--- src/hdl/rpm_pkg.sv ---
// types, constants and micro-op tables of the relative pose motion block
// no dependencies
package rpm_pkg;

  localparam int unsigned CordicStagesDef = 24;

  localparam int unsigned OpW   = 33;
  localparam int unsigned ProdW = 66;
  localparam int unsigned AccW  = 68;
  localparam int unsigned CxW   = 34;
  localparam int unsigned CzW   = 36;

  localparam logic signed [CzW-1:0] PiQ30     = 36'sd3373259426;
  localparam logic signed [CzW-1:0] HalfPiQ30 = 36'sd1686629713;
  localparam logic signed [CzW-1:0] TwoPiQ30  = 36'sd6746518852;
  localparam logic signed [CxW-1:0] GainQ30   = 34'sd652032874;
  localparam logic signed [OpW-1:0] OneQ30    = 33'sd1073741824;

  // rotation sines and cosines, then the two shared products
  localparam logic [3:0] CsCr = 4'd0;
  localparam logic [3:0] CsSr = 4'd1;
  localparam logic [3:0] CsCp = 4'd2;
  localparam logic [3:0] CsSp = 4'd3;
  localparam logic [3:0] CsCy = 4'd4;
  localparam logic [3:0] CsSy = 4'd5;
  localparam logic [3:0] CsSpsr = 4'd6;
  localparam logic [3:0] CsSpcr = 4'd7;

  localparam logic [3:0] BuildLast = 4'd14;

  typedef struct packed {
    logic              restart;
    logic signed [31:0] tx;
    logic signed [31:0] ty;
    logic signed [31:0] tz;
    logic signed [19:0] roll;
    logic signed [19:0] pitch;
    logic signed [19:0] yaw;
  } in_word_t;

  typedef struct packed {
    logic signed [31:0] rel_r00;
    logic signed [31:0] rel_r01;
    logic signed [31:0] rel_r02;
    logic signed [31:0] rel_r10;
    logic signed [31:0] rel_r11;
    logic signed [31:0] rel_r12;
    logic signed [31:0] rel_r20;
    logic signed [31:0] rel_r21;
    logic signed [31:0] rel_r22;
    logic signed [31:0] rel_tx;
    logic signed [31:0] rel_ty;
    logic signed [31:0] rel_tz;
  } out_word_t;

  typedef enum logic [1:0] {CPH_IDLE, CPH_FOLD, CPH_ITER, CPH_DONE} cph_e;

  typedef enum logic [2:0] {
    ST_IDLE, ST_TRIG_GO, ST_TRIG_WAIT, ST_BUILD, ST_REL, ST_TRN, ST_DRAIN, ST_FINISH
  } state_e;

  typedef enum logic [1:0] {PH_BUILD, PH_REL, PH_TRN} mac_phase_e;

  typedef enum logic [2:0] {OG_CS, OG_RN, OG_RP, OG_REL, OG_TP, OG_DIFF, OG_ONE} opnd_grp_e;

  typedef enum logic [1:0] {DG_CS, DG_RN, DG_REL, DG_T} dst_grp_e;

  typedef struct packed {
    opnd_grp_e  grp;
    logic [3:0] idx;
  } opnd_t;

  typedef struct packed {
    opnd_t      a;
    opnd_t      b;
    logic       neg;
    logic       first;
    logic       last;
    logic       trn;
    logic       init_tn;
    dst_grp_e   dgrp;
    logic [3:0] didx;
  } uop_t;

  typedef struct packed {
    logic       load;
    logic       cordic_start;
    logic [1:0] trig_sel;
    logic       issue;
    mac_phase_e phase;
    logic [3:0] step;
    logic [1:0] i;
    logic [1:0] j;
    logic [1:0] k;
    logic       commit;
    logic       out_load;
  } cmd_t;

  typedef struct packed {
    logic cordic_done;
    logic mac_pending;
  } sts_t;

  function automatic logic [30:0] atan_q30(input logic [4:0] idx);
    logic [30:0] v;
    case (idx)
      5'd0:  v = 31'd843314857;
      5'd1:  v = 31'd497837829;
      5'd2:  v = 31'd263043837;
      5'd3:  v = 31'd133525159;
      5'd4:  v = 31'd67021687;
      5'd5:  v = 31'd33543516;
      5'd6:  v = 31'd16775851;
      5'd7:  v = 31'd8388437;
      5'd8:  v = 31'd4194283;
      5'd9:  v = 31'd2097149;
      5'd10: v = 31'd1048576;
      5'd11: v = 31'd524288;
      5'd12: v = 31'd262144;
      5'd13: v = 31'd131072;
      5'd14: v = 31'd65536;
      5'd15: v = 31'd32768;
      5'd16: v = 31'd16384;
      5'd17: v = 31'd8192;
      5'd18: v = 31'd4096;
      5'd19: v = 31'd2048;
      5'd20: v = 31'd1024;
      5'd21: v = 31'd512;
      5'd22: v = 31'd256;
      5'd23: v = 31'd128;
      5'd24: v = 31'd64;
      5'd25: v = 31'd32;
      5'd26: v = 31'd16;
      5'd27: v = 31'd8;
      5'd28: v = 31'd4;
      5'd29: v = 31'd2;
      5'd30: v = 31'd1;
      default: v = 31'd0;
    endcase
    return v;
  endfunction

  // 3*a + b for 3x3 row-major indexing
  function automatic logic [3:0] idx3(input logic [1:0] a, input logic [1:0] b);
    return 4'({a, 1'b0}) + 4'(a) + 4'(b);
  endfunction

  function automatic uop_t mk_uop(input opnd_grp_e ag, input logic [3:0] ai,
                                  input opnd_grp_e bg, input logic [3:0] bi,
                                  input logic neg, input logic first, input logic last,
                                  input dst_grp_e dg, input logic [3:0] di);
    uop_t u;
    u.a.grp = ag;
    u.a.idx = ai;
    u.b.grp = bg;
    u.b.idx = bi;
    u.neg = neg;
    u.first = first;
    u.last = last;
    u.trn = 1'b0;
    u.init_tn = 1'b0;
    u.dgrp = dg;
    u.didx = di;
    return u;
  endfunction

  // products that build R = Rz*Ry*Rx from the sines and cosines
  function automatic uop_t build_uop(input logic [3:0] step);
    uop_t u;
    case (step)
      4'd0:  u = mk_uop(OG_CS, CsSp, OG_CS, CsSr, 1'b0, 1'b1, 1'b1, DG_CS, CsSpsr);
      4'd1:  u = mk_uop(OG_CS, CsSp, OG_CS, CsCr, 1'b0, 1'b1, 1'b1, DG_CS, CsSpcr);
      4'd2:  u = mk_uop(OG_CS, CsCy, OG_CS, CsCp, 1'b0, 1'b1, 1'b1, DG_RN, 4'd0);
      4'd3:  u = mk_uop(OG_CS, CsSy, OG_CS, CsCp, 1'b0, 1'b1, 1'b1, DG_RN, 4'd3);
      4'd4:  u = mk_uop(OG_CS, CsSp, OG_ONE, 4'd0, 1'b1, 1'b1, 1'b1, DG_RN, 4'd6);
      4'd5:  u = mk_uop(OG_CS, CsCp, OG_CS, CsSr, 1'b0, 1'b1, 1'b1, DG_RN, 4'd7);
      4'd6:  u = mk_uop(OG_CS, CsCp, OG_CS, CsCr, 1'b0, 1'b1, 1'b1, DG_RN, 4'd8);
      4'd7:  u = mk_uop(OG_CS, CsCy, OG_CS, CsSpsr, 1'b0, 1'b1, 1'b0, DG_RN, 4'd1);
      4'd8:  u = mk_uop(OG_CS, CsSy, OG_CS, CsCr, 1'b1, 1'b0, 1'b1, DG_RN, 4'd1);
      4'd9:  u = mk_uop(OG_CS, CsCy, OG_CS, CsSpcr, 1'b0, 1'b1, 1'b0, DG_RN, 4'd2);
      4'd10: u = mk_uop(OG_CS, CsSy, OG_CS, CsSr, 1'b0, 1'b0, 1'b1, DG_RN, 4'd2);
      4'd11: u = mk_uop(OG_CS, CsSy, OG_CS, CsSpsr, 1'b0, 1'b1, 1'b0, DG_RN, 4'd4);
      4'd12: u = mk_uop(OG_CS, CsCy, OG_CS, CsCr, 1'b0, 1'b0, 1'b1, DG_RN, 4'd4);
      4'd13: u = mk_uop(OG_CS, CsSy, OG_CS, CsSpcr, 1'b0, 1'b1, 1'b0, DG_RN, 4'd5);
      4'd14: u = mk_uop(OG_CS, CsCy, OG_CS, CsSr, 1'b1, 1'b0, 1'b1, DG_RN, 4'd5);
      default: u = mk_uop(OG_ONE, 4'd0, OG_ONE, 4'd0, 1'b0, 1'b1, 1'b1, DG_CS, CsSpsr);
    endcase
    return u;
  endfunction

  function automatic uop_t mac_uop(input mac_phase_e ph, input logic [3:0] step,
                                   input logic [1:0] i, input logic [1:0] j,
                                   input logic [1:0] k, input logic mode);
    uop_t u;
    u = build_uop(step);
    case (ph)
      PH_BUILD: u = build_uop(step);
      PH_REL: begin
        if (!mode) begin
          u = mk_uop(OG_RN, idx3(k, i), OG_RP, idx3(k, j), 1'b0, k == 2'd0, k == 2'd2,
                     DG_REL, idx3(i, j));
        end else begin
          u = mk_uop(OG_RN, idx3(i, k), OG_RP, idx3(j, k), 1'b0, k == 2'd0, k == 2'd2,
                     DG_REL, idx3(i, j));
        end
      end
      PH_TRN: begin
        if (!mode) begin
          u = mk_uop(OG_RN, idx3(k, i), OG_DIFF, 4'(k), 1'b0, k == 2'd0, k == 2'd2,
                     DG_T, 4'(i));
        end else begin
          u = mk_uop(OG_REL, idx3(i, k), OG_TP, 4'(k), 1'b1, k == 2'd0, k == 2'd2,
                     DG_T, 4'(i));
          u.init_tn = 1'b1;
        end
        u.trn = 1'b1;
      end
      default: u = build_uop(step);
    endcase
    return u;
  endfunction

endpackage

--- src/hdl/rpm_ctrl.sv ---
// controller: sequences the cordic runs and the multiply-accumulate steps
// depends on rpm_pkg
module rpm_ctrl (
  input  logic          clk_i,
  input  logic          rst_ni,
  input  logic          in_valid_i,
  input  logic          in_restart_i,
  output logic          in_stall_o,
  output logic          out_valid_o,
  input  logic          out_stall_i,
  output rpm_pkg::cmd_t cmd_o,
  input  rpm_pkg::sts_t sts_i
);

  rpm_pkg::state_e state_q, state_d;
  logic [1:0] ang_q, ang_d, i_q, i_d, j_q, j_d, k_q, k_d;
  logic [3:0] step_q, step_d;
  logic emit_q, emit_d, have_prev_q, have_prev_d, out_valid_q, out_valid_d;
  logic accept, fire;

  assign accept = in_valid_i && (state_q == rpm_pkg::ST_IDLE);
  // a finished word may leave once the output register is free or being taken
  assign fire = (state_q == rpm_pkg::ST_FINISH) && (!emit_q || !out_valid_q || !out_stall_i);

  always_comb begin
    state_d = state_q;
    case (state_q)
      rpm_pkg::ST_IDLE:    if (accept) state_d = rpm_pkg::ST_TRIG_GO;
      rpm_pkg::ST_TRIG_GO: state_d = rpm_pkg::ST_TRIG_WAIT;
      rpm_pkg::ST_TRIG_WAIT: begin
        if (sts_i.cordic_done) begin
          state_d = (ang_q == 2'd2) ? rpm_pkg::ST_BUILD : rpm_pkg::ST_TRIG_GO;
        end
      end
      rpm_pkg::ST_BUILD: begin
        if (step_q == rpm_pkg::BuildLast) begin
          state_d = emit_q ? rpm_pkg::ST_REL : rpm_pkg::ST_DRAIN;
        end
      end
      rpm_pkg::ST_REL: begin
        if (i_q == 2'd2 && j_q == 2'd2 && k_q == 2'd2) state_d = rpm_pkg::ST_TRN;
      end
      rpm_pkg::ST_TRN: if (i_q == 2'd2 && k_q == 2'd2) state_d = rpm_pkg::ST_DRAIN;
      rpm_pkg::ST_DRAIN: if (!sts_i.mac_pending) state_d = rpm_pkg::ST_FINISH;
      rpm_pkg::ST_FINISH: if (fire) state_d = rpm_pkg::ST_IDLE;
      default: state_d = rpm_pkg::ST_IDLE;
    endcase
  end

  always_comb begin
    cmd_o = '0;
    cmd_o.load = accept;
    cmd_o.cordic_start = (state_q == rpm_pkg::ST_TRIG_GO);
    cmd_o.trig_sel = ang_q;
    cmd_o.step = step_q;
    cmd_o.i = i_q;
    cmd_o.j = j_q;
    cmd_o.k = k_q;
    cmd_o.commit = fire;
    cmd_o.out_load = fire && emit_q;
    case (state_q)
      rpm_pkg::ST_BUILD: begin
        cmd_o.issue = 1'b1;
        cmd_o.phase = rpm_pkg::PH_BUILD;
      end
      rpm_pkg::ST_REL: begin
        cmd_o.issue = 1'b1;
        cmd_o.phase = rpm_pkg::PH_REL;
      end
      rpm_pkg::ST_TRN: begin
        cmd_o.issue = 1'b1;
        cmd_o.phase = rpm_pkg::PH_TRN;
      end
      default: cmd_o.phase = rpm_pkg::PH_BUILD;
    endcase
  end

  always_comb begin
    ang_d = ang_q;
    step_d = step_q;
    i_d = i_q;
    j_d = j_q;
    k_d = k_q;
    emit_d = emit_q;
    have_prev_d = have_prev_q;
    out_valid_d = out_valid_q && out_stall_i;
    if (accept) begin
      ang_d = '0;
      step_d = '0;
      emit_d = !in_restart_i && have_prev_q;
    end
    if (state_q == rpm_pkg::ST_TRIG_WAIT && sts_i.cordic_done) ang_d = ang_q + 1'b1;
    if (state_q == rpm_pkg::ST_BUILD) begin
      step_d = step_q + 1'b1;
      i_d = '0;
      j_d = '0;
      k_d = '0;
    end
    if (state_q == rpm_pkg::ST_REL) begin
      k_d = (k_q == 2'd2) ? 2'd0 : k_q + 1'b1;
      if (k_q == 2'd2) begin
        j_d = (j_q == 2'd2) ? 2'd0 : j_q + 1'b1;
        if (j_q == 2'd2) i_d = (i_q == 2'd2) ? 2'd0 : i_q + 1'b1;
      end
    end
    if (state_q == rpm_pkg::ST_TRN) begin
      k_d = (k_q == 2'd2) ? 2'd0 : k_q + 1'b1;
      if (k_q == 2'd2) i_d = i_q + 1'b1;
    end
    if (fire) begin
      have_prev_d = 1'b1;
      if (emit_q) out_valid_d = 1'b1;
    end
  end

  always_ff @(posedge clk_i or negedge rst_ni) begin
    if (!rst_ni) begin
      state_q <= rpm_pkg::ST_IDLE;
      ang_q <= '0;
      step_q <= '0;
      i_q <= '0;
      j_q <= '0;
      k_q <= '0;
      emit_q <= 1'b0;
      have_prev_q <= 1'b0;
      out_valid_q <= 1'b0;
    end else begin
      state_q <= state_d;
      ang_q <= ang_d;
      step_q <= step_d;
      i_q <= i_d;
      j_q <= j_d;
      k_q <= k_d;
      emit_q <= emit_d;
      have_prev_q <= have_prev_d;
      out_valid_q <= out_valid_d;
    end
  end

  assign in_stall_o = (state_q != rpm_pkg::ST_IDLE);
  assign out_valid_o = out_valid_q;

endmodule

--- config.mk ---
export PLATFORM = sky130hd
export DESIGN_NAME = rpm_ctrl
export DESIGN_NICKNAME = d
export VERILOG_FILES = /design/src/hdl/rpm_pkg.sv /design/src/hdl/rpm_ctrl.sv
export SDC_FILE = /design/constraint.sdc
export NUM_CORES = 1
export LEC_CHECK = 0
export ABC_AREA = 1
export BUFFER_PORTS_ARGS = -buffer_cell sky130_fd_sc_hd__clkbuf_2
export CAP_MARGIN = 30
export CORE_UTILIZATION = 52
export DETAILED_ROUTE_END_ITERATION = 7
export PLACE_DENSITY = 0.84
export REMOVE_ABC_BUFFERS = 1
export SLEW_MARGIN = 20
export SYNTH_ARGS = -nofsm -noshare
export SYNTH_HDL_FRONTEND = slang
export SYNTH_SLANG_ARGS = --single-unit
--- constraint.sdc ---
create_clock -name clk_i -period 1.86 [get_ports clk_i]
set_input_delay 0.558 -clock clk_i [delete_from_list [all_inputs] [get_ports clk_i]]
set_output_delay 0.558 -clock clk_i [all_outputs]
set_load 0.005 [all_outputs]
---- Word-level counts from Yosys, hierarchy flattened ----
Cells that the tools add are included.
storage, ports and cells
  register bits ........................... 18
  input port bits ......................... 7
  output and inout bits ................... 21
  word-level logic and storage cells ...... 88
cells by class
  $add $sub $neg .......................... 5
  equal/unequal tests ..................... 19
  mux-type cells .......................... 33
  reductions and logical operators ........ 22
operators by type and width
  cell                 count
  $mux 2               19
  $pmux 3 s8           1
  $mux 3               7
  $ne 2x2->1 const B   7
  $eq 3x3->1 const B   4
  $logic_and 1x1->1    9
  $add 2x1->2 const B  4
  $eq 2x2->1 const B   4
  $mux 4               2
  $reduce_and 7->1     1
  $eq 3x2->1 const B   2
  $reduce_bool 3->1    2
  $add 4x1->4 const B  1
  $eq 4x4->1 const B   1
  $logic_not 1->1      4
  $pmux 2 s2           1
  $reduce_bool 2->1    2
  $eq 3x1->1 const B   1
  $logic_not 3->1      1
  $mux 1               3
  $reduce_or 3->1      1
  $logic_or 1x1->1     2

---- Logic depth before layout (Yosys ltp) ----
  depth after elaboration ................. 7
  depth in mapped cells ................... 9
  gate-level depth less buffers ........... 9

---- Worst setup path after synthesis ----
Ideal clock, no wire load.
  path kind ............................... input to output
  start point ............................. input port out_stall_i
  end point ............................... output port cmd_o[1] in the netlist's numbering
  arrival time ............................ 1,081 ps
  data required time ...................... 1,302 ps
  setup slack ............................. 221 ps
  cell stages on the path ................. 4
  path buffers ............................ 1
  cell sequence ........................... nand2_1 > o21ai_0 > inv_1 > buf_4
on the way
  cells in the longest elaborated chain, start to end .. 3
ends and longest elaborated chain
  element            RTL line        RTL
  start, declared    rpm_ctrl.sv:10  input logic out_stall_i,
  $logic_not 1->1    rpm_ctrl.sv:23  assign fire = (state_q == rpm_pkg::ST_FINISH) && (!emit_q || !out_valid_q || !out_stall_i);
  $logic_or 1x1->1   rpm_ctrl.sv:23
  $logic_and 1x1->1  rpm_ctrl.sv:23
  end, declared      rpm_ctrl.sv:11  output rpm_pkg::cmd_t cmd_o,
Every way passes these cells.

==> results.ini <==
[sta]
slew_viol_final = 0
post-route-period-util_pct = 101
setup_viol = 1
tightestPinTransition_ns = 0.455
post-route-min-period_ns = 1.89
fmax_mhz = 530
fin_worst_skew_ns = 0.00398
hold_viol = 0
maxSlewHeadroom_pct = 69.7
rsz0062_at_grt = yes
worst_slack_ns = -0.0277

[synthesis]
synthCells = 148
ys_seq_area_share_pct = 39.6
synth_top_family_by_area = simple AND/OR/NAND/NOR gates
synth_xor_area_share_pct = 0.771
synthSimpleGateAreaFrac_pct = 30.9
synthesis.area_mm2 = 0.00114
synth-compound-area-share_pct = 10.1
yosysWarningCount = 0
avgSynthCellArea_um2 = 7.68
synthMuxAreaShare_pct = 0
ys_ff_latch = 18
synthAdderAreaFrac_pct = 6.61
yosys.cell_types.count = 22

[worst_setup_path]
slowest_delay_ns = 0.48
crit_fanout = 5
crit_path_frequent_cell = nand2_2
cp.depth = 6
arrival_ns = 1.33
worst-path-buf-inv = 3
end_kind = primary output
worstRegToRegCells = 9
cpMaxStageDelayCell = dfrtp_2
worstPathCellList = buf_6, nand3_4, nand2_2, inv_2, nand2_2, clkbuf_2
cp.required_ns = 1.30
crit_family = flip-flops
path_class = reg2out
cp-start-kind = flip-flop

[power]
p_total_mw = 2.22
ir_drop_v = 0.000893
p_per_area_mw_per_mm2 = 1530
p_leak_nw = 0.797

[clocking]
cts-root-buf = clkbuf_4
cts_max_level = 1
cts_tree = done
clock-sinks = 18
clockBufferDepth = 2
clkTransAtPathRegs_ns = 0.10
clock_latency_ns = 0.31
cts_buffers = 3
holdBufCountCts = 0

[detailed_routing]
wl_per_cell_um = 12.3
firstDrtPassIters = 4
viasPerCell = 5.10
postRouteAntennaNets = 0
post-route-drc-count = 0
postRouteWirelength_um = 2660
drt_iter0_drc = 23
vias = 1102

[die]
die_h_um = 48.7
rows = 16
dieArea_mm2 = 0.00238
die_x_um = 48.7
pin_count = 28
core_area_mm2 = 0.00200
start_util_pct = 56.8

[hold_path]
hp-class = in2async

[placement]
port_buffers = 27
dp.cells = 203
gp_congestion = 0.852
dp_hpwl_um = 1830

[global_route]
grt_max_degree = 19
grt_usage_pct = 23.8
grt_overflow_total = 0
grt_pass1_wl_um = 4330
grt_pass1_vias = 1078
antenna_found_initial = 0

[outcome]
status = finished, violations left
violations = negative setup slack

[cells_and_area]
layout_commonest_cell = nand2_1
fillers = 163
instances_no_fill = 216
nNetsFinal = 203
drive_gt1_share_pct = 35.4
syn_to_final_growth_pct = 27.8
insertedDiodeCount = 0
mostFrequentLayoutCells = nand2_1 (36), clkbuf_2 (27), inv_1 (22)

[run]
maxCapViolCount = 0

## per-layer routing
| metal | GRT usage [%] | routed length [um] | vias to the layer above |
|---|---|---|---|
| li1 | - | - | 551 |
| met1 | 26.1 | 1110 | 497 |
| met2 | 43.5 | 1340 | 44 |
| met3 | 3.46 | 117 | 10 |
| met4 | 12.7 | 87 | 0 |
| met5 | 0 | 0 | - |
## report_power, final
part	internal, mW	switching, mW
registers	0.528	0.162
logic	0.570	0.709
clock network	0.120	0.129
total	1.22	0.999
## worst paths after layout
kind / startpoint / endpoint / slack [ns]
hold reg to reg: have_prev_q / have_prev_q / 0.47
setup / recovery: state_q[0] / cmd_o[14] / -0.03
setup reg to reg: step_q[0] / state_q[0] / 0.39
min in group clk_i: in_restart_i / emit_q / 0.43
max in group asynchronous: rst_ni / state_q[0] / 1.34
hold / removal: rst_ni / k_q[1] / 0.18
## final cells by class
cell class	count	area, um2	share of cell area, %
clock buffers	4	36.3	2.50
inverters	26	100	6.90
multi-input cells	100	577	39.7
flip-flops and latches	18	453	31.2
well taps	27	33.8	2.33
repair buffers	41	251	17.3
## sequential cells by signal (all words and copies together) (netlist names)
| name | flops |
|---|---|
| step_q | 4 |
| state_q | 3 |
| ang_q | 2 |
| i_q | 2 |
| j_q | 2 |
| k_q | 2 |
| emit_q | 1 |
| have_prev_q | 1 |
| out_valid_o | 1 |
## cell usage after synthesis
library cell	count	share of area (%)
nand2_1	39	13
inv_1	23	7.6
a21oi_2	1	0.77
buf_4	2	1.3
dfrtp_1	18	40
ha_1	6	6.6
nand3b_1	3	2.0
inv_2	3	0.99
xnor2_1	1	0.77
a22oi_1	2	1.3
nand3_1	14	6.2
nor2_1	7	2.3
o22ai_1	3	1.7
o21ai_0	10	4.4
nand2_2	3	1.7
nor2_2	3	1.7
nand3_2	2	1.8
nor2_4	2	2.0
nand4_1	1	0.55
o211ai_1	1	0.66
o31ai_1	2	1.3
buf_6	2	2.0
## timing repair
action	in CTS	in global routing
buffers inserted	6	3
endpoints found under the setup margin	3	4
gates cloned	0	0
resized for setup	9	6
hold endpoints to repair	0	0
pin swaps	1	1
## through the flow
step | hold WS (ns) | util [%] | cell area [um2] | setup WS [ns] | setup TNS, ns
global placement | 0.444 | 65.2 | 1310 | 0.140 | 0
detailed placement | 0.447 | 65.2 | 1310 | 0.114 | 0
global route | 0.213 | 72.5 | 1450 | -0.0672 | -0.169
floorplan | 0.262 | - | 1100 | 0.266 | 0
finish | 0.176 | 72.5 | 1450 | -0.0277 | -0.0277
CTS | 0.202 | 70.5 | 1410 | 0.00244 | 0
## cells by family (layout without fill, tap and decap cells)
| group | count (synthesis) | after routing |
|---|---|---|
| and+or+nand+nor | 74 | 74 |
| buffers and inverters | 30 | 71 |
| AOI/OAI and AO/OA | 19 | 19 |
| DFF | 18 | 18 |
| adders and majority gates | 6 | 6 |
| xor gates and xnor gates | 1 | 1 |
Power figures use the tool's default switching activity.
